==> src/rtl/core/hpa_pkg.sv <==
// ----------------------------------------------------------------------------
// hpa_pkg
// shared constants for the binary16 adder
// ----------------------------------------------------------------------------
`default_nettype none

package hpa_pkg;

    localparam int unsigned WordW  = 16;
    localparam int unsigned ExpW   = 5;
    localparam int unsigned FracW  = 10;
    localparam int unsigned SigW   = FracW + 1;
    localparam int unsigned Extra  = 3;
    localparam int unsigned WorkW  = SigW + Extra;
    localparam int unsigned ExpExtW = ExpW + 2;

    localparam logic [WordW-1:0] DefaultNan = 16'h7E00;
    localparam logic [ExpW-1:0]  ExpMax     = 5'h1F;

endpackage

`default_nettype wire

==> src/rtl/core/half_precision_adder.sv <==
// ----------------------------------------------------------------------------
// half_precision_adder
// binary16 adder, round to nearest even, one registered pass per transaction
// ----------------------------------------------------------------------------
// channel   ports                        handshake
// input     operand_a, operand_b         start && !busy
// result    sum_bits                     done strobe, one cycle
//
// inputs are registered on accept, the sum is computed combinationally and
// registered into sum_bits; done follows start through in_valid_reg and out_valid_reg.
// busy is always low: a new transaction can start every cycle.
// rst_n clears the valid pipeline only; the receiver cannot stall.
// ----------------------------------------------------------------------------
`default_nettype none

module half_precision_adder (
    input  wire logic                      clk,
    input  wire logic                      rst_n,
    input  wire logic                      start,
    output logic                           busy,
    input  wire logic [hpa_pkg::WordW-1:0] operand_a,
    input  wire logic [hpa_pkg::WordW-1:0] operand_b,
    output logic                           done,
    output logic [hpa_pkg::WordW-1:0]      sum_bits
);
    import hpa_pkg::*;

    logic             in_valid_reg;
    logic [WordW-1:0] a_reg;
    logic [WordW-1:0] b_reg;
    logic             out_valid_reg;
    logic [WordW-1:0] sum_reg;
    logic [WordW-1:0] sum_next;

    assign busy     = 1'b0;
    assign done     = out_valid_reg;
    assign sum_bits = sum_reg;

    always_ff @(posedge clk or negedge rst_n)
    begin
        if (!rst_n)
        begin
            in_valid_reg  <= 1'b0;
            out_valid_reg <= 1'b0;
        end
        else
        begin
            in_valid_reg  <= start;
            out_valid_reg <= in_valid_reg;
        end
    end

    always_ff @(posedge clk)
    begin
        if (start)
        begin
            a_reg <= operand_a;
            b_reg <= operand_b;
        end
        if (in_valid_reg)
        begin
            sum_reg <= sum_next;
        end
    end

    function automatic logic [4:0] lzc14(input logic [WorkW-1:0] v);
        logic [4:0] n;
        logic       hit;
        n   = 5'd0;
        hit = 1'b0;
        for (int i = WorkW - 1; i >= 0; i--)
        begin
            if (!hit && v[i])
            begin
                hit = 1'b1;
            end
            else if (!hit)
            begin
                n = n + 5'd1;
            end
        end
        return n;
    endfunction

    logic             a_nan, b_nan, a_inf, b_inf, swap, sub;
    logic [WordW-1:0] big, lesser;
    logic             sbig;
    logic [ExpW-1:0]  eb, es;
    logic [ExpW-1:0]  d;
    logic [WorkW-1:0] mb, ms, ms_al;
    logic [WorkW:0]   r_add;
    logic [WorkW-1:0] r_sub, r;
    logic [ExpExtW-1:0] e1;
    logic [4:0]       lz, sh;
    logic [SigW:0]    mant;
    logic             g, rest;
    logic [ExpExtW-1:0] e2;
    logic [WorkW-1:0] lost_mask;

    always_comb
    begin
        a_nan = (a_reg[14:10] == ExpMax) && (a_reg[9:0] != '0);
        b_nan = (b_reg[14:10] == ExpMax) && (b_reg[9:0] != '0);
        a_inf = (a_reg[14:0] == {ExpMax, 10'd0});
        b_inf = (b_reg[14:0] == {ExpMax, 10'd0});
        swap  = a_reg[14:0] < b_reg[14:0];
        big   = swap ? b_reg : a_reg;
        lesser = swap ? a_reg : b_reg;
        sbig  = big[15];
        sub   = a_reg[15] ^ b_reg[15];
        mb    = {(big[14:10] != '0), big[9:0], 3'b000};
        ms    = {(lesser[14:10] != '0), lesser[9:0], 3'b000};
        eb    = (big[14:10] == '0) ? 5'd1 : big[14:10];
        es    = (lesser[14:10] == '0) ? 5'd1 : lesser[14:10];
        d     = eb - es;
        lost_mask = '0;
        if (d > 5'd13)
        begin
            ms_al = {13'd0, (ms != '0)};
        end
        else
        begin
            lost_mask = ~({WorkW{1'b1}} << d[3:0]);
            ms_al = (ms >> d[3:0]) | {13'd0, ((ms & lost_mask) != '0)};
        end
        r_add = {1'b0, mb} + {1'b0, ms_al};
        r_sub = mb - ms_al;
        e1    = {2'b00, eb};
        lz    = lzc14(r_sub);
        sh    = 5'd0;
        if (!sub)
        begin
            if (r_add[WorkW])
            begin
                r  = r_add[WorkW:1] | {13'd0, r_add[0]};
                e1 = e1 + 7'd1;
            end
            else
            begin
                r = r_add[WorkW-1:0];
            end
        end
        else
        begin
            sh = ({2'b00, lz} < {2'b00, eb} - 7'd1) ? lz : 5'(eb - 5'd1);
            r  = r_sub << sh[3:0];
            e1 = e1 - {2'b00, sh};
        end
        mant = {1'b0, r[WorkW-1:Extra]};
        g    = r[2];
        rest = r[1] | r[0];
        if (g && (rest || mant[0]))
        begin
            mant = mant + 12'd1;
        end
        e2 = e1;
        if (mant[SigW])
        begin
            mant = mant >> 1;
            e2   = e2 + 7'd1;
        end
        if (!mant[FracW])
        begin
            e2 = '0;
        end

        if (a_nan)
        begin
            sum_next = a_reg | 16'h0200;
        end
        else if (b_nan)
        begin
            sum_next = b_reg | 16'h0200;
        end
        else if (a_inf && b_inf)
        begin
            sum_next = sub ? DefaultNan : a_reg;
        end
        else if (a_inf)
        begin
            sum_next = a_reg;
        end
        else if (b_inf)
        begin
            sum_next = b_reg;
        end
        else if (sub && r_sub == '0)
        begin
            sum_next = '0;
        end
        else if (r == '0)
        begin
            sum_next = {sbig, 15'd0};
        end
        else if (e2 >= 7'd31)
        begin
            sum_next = {sbig, ExpMax, 10'd0};
        end
        else
        begin
            sum_next = {sbig, e2[ExpW-1:0], mant[FracW-1:0]};
        end
    end

    a_done: assert property (@(posedge clk) disable iff (!rst_n)
        start |=> ##1 done) else $error("missing done");
    a_nodone: assert property (@(posedge clk) disable iff (!rst_n)
        !$past(start) |=> !done) else $error("spurious done");
    a_nan_out: assert property (@(posedge clk) disable iff (!rst_n)
        in_valid_reg && a_nan |=> sum_reg[14:9] == 6'h3F) else $error("nan lost");

endmodule

`default_nettype wire
==> config.mk <==
export PLATFORM = sky130hd
export DESIGN_NAME = half_precision_adder
export DESIGN_NICKNAME = d
export VERILOG_FILES = /design/src/rtl/core/hpa_pkg.sv /design/src/rtl/core/half_precision_adder.sv
export SDC_FILE = /design/constraint.sdc
export NUM_CORES = 1
export LEC_CHECK = 0
export ABC_CLOCK_PERIOD_IN_PS = 25100
export BUFFER_PORTS_ARGS = -buffer_cell sky130_fd_sc_hd__buf_2
export CELL_PAD_IN_SITES_DETAIL_PLACEMENT = 1
export CELL_PAD_IN_SITES_GLOBAL_PLACEMENT = 1
export CORE_MARGIN = 2
export CORE_UTILIZATION = 40
export DETAILED_ROUTE_END_ITERATION = 12
export PLACE_DENSITY_LB_ADDON = 0.1
export SYNTH_ARGS = -nofsm -noshare
export SYNTH_HDL_FRONTEND = slang
export SYNTH_SLANG_ARGS = --single-unit
==> constraint.sdc <==
create_clock -name clk -period 25.1 [get_ports clk]
set_input_delay 1.255 -clock clk [delete_from_list [all_inputs] [get_ports clk]]
set_output_delay 1.255 -clock clk [all_outputs]
set_load 0.02 [all_outputs]
Yosys cells after proc, flatten, opt, wreduce, memory -nomap -nowiden. Index checks and enable logic that the tools add are counted.

Bits in registers: 50. Bits in latches: 0. RAM bits: 0. Bits in read-only memories: 0. Input bits: 35. Output and inout bits: 18. Memories kept: 0.

$add $sub $neg: 22. Multiply operators: 0. Div/mod/pow operators: 0. Magnitude comparators: 4. Eq/ne operators: 4. Shifts and indexed selects: 3. Mux-type cells: 63. Bitwise gates (word level): 6. Reduce and logical (&&, ||, !) cells: 43.

Operators with widths (number): 5-bit two-way mux (29); 16-bit two-way mux (8); 5-bit by 1-bit adder with 5-bit output, second input constant (13); 15-bit two-way mux (3); 14-bit two-way mux (3); 15-bit == test, second input constant (2); 14-bit logical NOT (2); 14-bit by 1-bit OR with 14-bit output (2); 7-bit two-way mux (3); 10-bit nonzero test (2); 1-bit logical AND (18); 14-bit by 14-bit adder with 15-bit output (1); 15-bit less-than comparator (1); 14-bit bitwise AND (1); 1-bit two-way mux (14); 14-bit NOT (1); 14-bit nonzero test (1); 14-bit by 4-bit << shifter with 14-bit output (1); 14-bit by 4-bit << shifter with 14-bit output, first input constant (1); 14-bit by 4-bit right shift with 14-bit output (1); 14-bit subtractor (1); 1-bit logical NOT (13); 11-bit by 1-bit adder with 12-bit output, second input constant (1); 12-bit two-way mux (1); 19 further kinds (22).

Logic depth before layout (Yosys ltp).
Word-level depth: 71. Depth in mapped cells: 103. Depth with buffers taken out: 93.

Least setup slack after synthesis. No wires, ideal clock.

Kind: reg2reg. Start: register a_reg[13]. End: register sum_reg[1] (netlist: sum_bits[1]) (data pin). Setup time: 146 ps. Arrival: 18011 ps. Data required time: 24954 ps. Slack: 6943 ps. Stages on the path, launching flop included: 92. Buffers on the path: 14. Cell sequence: edfxtp_1 ha_1 nand4_1 nor3_1 a21o_1 buf_4 buf_6 buf_4 clkbuf_1 clkbuf_1 buf_1 clkbuf_1 o21ai_0 nand2_1 ha_1 inv_1 fa_1 buf_2 [56 not listed] nand2b_1 a21oi_1 a2111oi_0 a31oi_1 o211ai_2 a21boi_2 inv_2 mux2_2 or4_1 o221a_2 a2111oi_4 and3b_1 buf_6 nand4_4 mux2i_4 a2bb2oi_4 or3b_1 a21oi_1.

Word-level cells in the longest chain between the ends: 71. Elaborated cells between the ends (all ways): 137. Those cells by class: 22 x add/sub; 4 x order compare; 2 x eq/ne; 3 x shift; 62 x mux; 5 x bitwise; 39 x reduce/logical.

Ends and longest elaborated chain: start, declared (line half_precision_adder.sv:29) `logic [WordW-1:0] a_reg;`; start signal, assigned (line half_precision_adder.sv:57) `a_reg <= operand_a;`; parallel branches: the longest is 70 deep, another holds 15-bit less-than comparator; 16-bit two-way mux (*) (line half_precision_adder.sv:167) `if (a_nan)`; via sum_next[1] (line half_precision_adder.sv:33) `logic [WordW-1:0] sum_next;`; end signal, assigned (line half_precision_adder.sv:62) `sum_reg <= sum_next;`; end, declared (line half_precision_adder.sv:32) `logic [WordW-1:0] sum_reg;`.

Mark *: on every way through the listed nets, which the timed path passes. A chain may end at the register's enable or synchronous reset.

Final worst setup path.
Start: register b_reg[6]. End: register sum_reg[1] (netlist: sum_bits[1]) (data pin).

Word-level cells in the longest chain between the ends: 71. Elaborated cells between the ends (all ways): 137. Those cells by class: 22 x add/sub; 4 x order compare; 1 x eq/ne; 3 x shift; 62 x mux; 5 x bitwise; 40 x reduce/logical.

Ends and longest elaborated chain: start, declared (line half_precision_adder.sv:30) `logic [WordW-1:0] b_reg;`; start signal, assigned (line half_precision_adder.sv:58) `b_reg <= operand_b;`; parallel branches: the longest is 69 deep, another holds 15-bit less-than comparator; 16-bit two-way mux (*) (line half_precision_adder.sv:171) `else if (b_nan)`; 16-bit two-way mux (*) (line half_precision_adder.sv:167); via sum_next[1] (line half_precision_adder.sv:33).

Marks and branches as above.

==> Implementation_results.wiki <==
{| class="wikitable"
! Metric !! Value
|-
| Number of iterations in the first detailed-routing pass || 5
|-
| Number of synthesized flops with an enable pin || 48
|-
| Clock Path Buffers || 2
|-
| CTS Hold Buffers Added || 0
|-
| Register cell area after layout || roughly 1500 um2
|-
| Fmax achieved || roughly 0.047 GHz
|-
| Chip Height || 156 um
|-
| Inserted Clock Buffers || 5
|-
| Number of diodes || 0
|-
| Placer's final routability congestion estimate || 0.920
|-
| Final nets || roughly 1300
|-
| Worst setup startpoint || b_reg[6]$_DFFE_PP_
|-
| Post-CTS resize count || 0
|-
| DRT Wirelength || approximately 33 mm
|-
| Worst Setup Path Type || reg -> reg
|-
| Result of the run || finished, final reports clean
|-
| First-pass GRT wire length || ~53 mm
|-
| Setup crit end kind || flip-flop
|-
| Arrival @ worst endpoint || roughly 21000 ps
|-
| Number of nets still failing antenna checks after routing || 0
|-
| Most used cell along the critical path || sky130_fd_sc_hd__ha_1
|-
| Flop and latch count out of synthesis || 50
|-
| Setup repair bufs after CTS || 0
|-
| Path category of the worst min-delay check || reg -> reg
|-
| Most frequent standard cell in the layout excluding fill and tap cells || sky130_fd_sc_hd__nand2_1
|-
| Reported max-cap violation count || 0
|-
| CTS HTree Levels || 2
|-
| Ranking of synthesized cells by area || sky130_fd_sc_hd__edfxtp_1 (16%), sky130_fd_sc_hd__ha_1 (8.8%), sky130_fd_sc_hd__nand2_1 (5.8%)
|-
| Share of post-route cells with drive strength above 1 || 12.8%
|-
| TritonCTS clock tree || done
|-
| Async set-reset flop share out of synthesis || 4.00%
|-
| Gr ovfl total || 0
|-
| Via count of the first global-routing pass || ~9400
|-
| Initial Util || 40.8%
|-
| Crit path buffers/inverters || 7
|-
| Antenna violations before repair || 0
|-
| CTS sink count || 50
|-
| Residual DRC || 0
|-
| Number of warnings printed during yosys synthesis || 0
|-
| Number of distinct library cells after synthesis || 117
|-
| Crit path time final || between 20000 and 25000 ps
|-
| Post-Synthesis Mean Instance Area || approximately 7.7 um2
|-
| Number of slew-limit violations in the final report || 0
|-
| Maximum number of pins on one net before global-route repair || 60
|-
| Filler cell count || ~2800
|-
| Normalized max-slew margin || about a quarter
|-
| Number of setup violations in the final report || 0
|-
| Clk Latency, worst-skew pair || roughly 300 ps
|-
| Required time reported for the critical path endpoint || 25240 ps
|-
| Beginning of the worst register-to-register path || b_reg[6]$_DFFE_PP_
|-
| Total routing usage reported by global routing || between 20% and 30%
|-
| Crit share post-route || a little over four fifths
|-
| Die ar. || approximately 24000 um2
|-
| CTS root buffer || sky130_fd_sc_hd__clkbuf_16
|-
| End-of-flow core utilization || 42.9%
|-
| Mapped Nets || about 1300
|-
| Area taken by multi-input logic gates || a little over 7000 um2
|-
| Total number of placement rows || 55
|-
| CTS clk-pin slew, worst paths || roughly 70 ps
|-
| Post-Route Setup TNS || 0 ps
|-
| Sequential-to-total area share from yosys stat || 16.2%
|-
| Post-DP HPWL || 27.1 mm
|-
| Top fanout value on the critical path || roughly 60
|-
| Mean number of vias per cell || just over 6
|-
| Synth top area share || between 10% and 20%
|-
| Average detailed-routed wire length per instance || 22.4 um
|-
| Layout area overhead || 5.23%
|-
| Core Area || roughly 23000 um2
|-
| I/O pin count || between 50 and 60
|-
| Post-Route Skew || about 6.1 ps
|-
| Critical Path Max Stage Delay || 790 ps
|-
| Startpoint class of the critical path || flip-flop
|-
| Post-synthesis cell area || 9230 um2
|-
| Synthesized instance count || about 1200
|-
| Post-synth top flop || sky130_fd_sc_hd__edfxtp_1
|-
| Iter 0 DRT Violations || roughly 540
|-
| Cell with the biggest individual delay on the critical path || sky130_fd_sc_hd__a21boi_2
|-
| Via count || between 9000 and 10000
|-
| Instance count after placement with tap cells included || roughly 1500
|-
| Width of the chip || between 150 and 200 um
|-
| Final Hold Vio Count || 0
|-
| Cell family with most CP delay || compound AO/OA/AOI/OAI gates
|-
| Leading cell types in the layout, fill and taps excluded || sky130_fd_sc_hd__nand2_1 (143), sky130_fd_sc_hd__nor2_1 (124), sky130_fd_sc_hd__o21ai_0 (81)
|-
| Filler-free cell count of the finished design || between 1000 and 1500
|-
| Top cell type by total area after synthesis || sky130_fd_sc_hd__edfxtp_1
|-
| Hold Startpoint || a_reg[15]$_DFFE_PP_
|-
| Total of buffers placed on input and output ports || between 50 and 60
|-
| Setup repair after global routing missed its margin || false
|-
| Pin slew with the least headroom to its limit || between 1000 and 1500 ps
|}
==> stage by stage <==
step	hold slack, ps	instance area [um2]	setup WS (ps)
6_report	684	9720	3840
5_1_grt	729	9720	2240
4_1_cts	695	9720	3930
3_5_place_dp	630	9570	3970
3_3_place_gp	658	9570	4510
2_1_floorplan	578	9230	6940
==> cell usage after synthesis (11+ instances only) <==
| master | number |
|---|---|
| sky130_fd_sc_hd__nor3_1 | 30 |
| sky130_fd_sc_hd__xor2_1 | 16 |
| sky130_fd_sc_hd__nand4_1 | 17 |
| sky130_fd_sc_hd__xnor2_1 | 40 |
| sky130_fd_sc_hd__a21o_1 | 30 |
| sky130_fd_sc_hd__a21oi_1 | 74 |
| sky130_fd_sc_hd__buf_2 | 14 |
| sky130_fd_sc_hd__clkbuf_1 | 36 |
| sky130_fd_sc_hd__mux2_2 | 17 |
| sky130_fd_sc_hd__edfxtp_1 | 48 |
| sky130_fd_sc_hd__inv_1 | 61 |
| sky130_fd_sc_hd__o21a_1 | 11 |
| sky130_fd_sc_hd__a31oi_1 | 14 |
| sky130_fd_sc_hd__and3_1 | 11 |
| sky130_fd_sc_hd__nand2b_1 | 11 |
| sky130_fd_sc_hd__ha_1 | 65 |
| sky130_fd_sc_hd__nor2_1 | 124 |
| sky130_fd_sc_hd__o21ai_0 | 81 |
| sky130_fd_sc_hd__and2_1 | 13 |
| sky130_fd_sc_hd__mux2i_1 | 49 |
| sky130_fd_sc_hd__nand3_1 | 32 |
| sky130_fd_sc_hd__nand2_1 | 143 |
==> tightest hold or removal path: cells and delay by family (launching register included) <==
kind	cells	cell delay (ps)
flip-flops	1	380
AND/OR/NAND/NOR	2	180
==> path summary, 6_finish.rpt <==
| check | cells after the start | slack [ps] | to |
|---|---|---|---|
| worst max-delay path | 81 | 3840 | sum_bits[1]$_DFFE_PP_ |
| worst min-delay path | 2 | 680 | sum_bits[15]$_DFFE_PP_ |
| worst max register to register | 81 | 3840 | sum_bits[1]$_DFFE_PP_ |
| worst min register to register | 2 | 680 | sum_bits[15]$_DFFE_PP_ |
| max in group asynchronous | 1 | 24280 | in_valid_reg$_DFF_PN0_ |
| min in group asynchronous | 1 | 730 | done$_DFF_PN0_ |
==> cells by family (layout without fill, tap and decap cells) <==
kind of cell    Yosys count  count (layout)  synth area share, %
fa+ha+maj                71              71                 9.78
buf+inv                 130             130                 6.26
flops                    50              50                 16.2
other cells               1               1               0.0406
compound gates          359             359                 28.2
mux                      74              74                 9.05
simple gates            461             461                 24.4
xor+xnor                 60              60                 6.08
==> layout make-up <==
class | count | share of cell area (%)
Multi-Input combinational cell | 1026 | 73.7
Sequential cell | 50 | 15.3
Tap cell | 285 | 3.67
Timing Repair Buffer | 59 | 3.24
Inverter | 63 | 2.49
Clock buffer | 5 | 1.29
Clock inverter | 3 | 0.219
==> metal layers <==
layer / GRT usage [%] / part of all wire (%) / vias up
met5: 0 / 0 / -
met4: 12.2 / 4.2 / 0
met3: 1.78 / 2.7 / 74
met2: 48.1 / 48 / 189
met1: 35.6 / 46 / 4486
li1: - / - / 4457
Power is left out: the tool's default activity adds up to more than one toggle a clock period on the data nets, which glitch-free logic cannot reach.
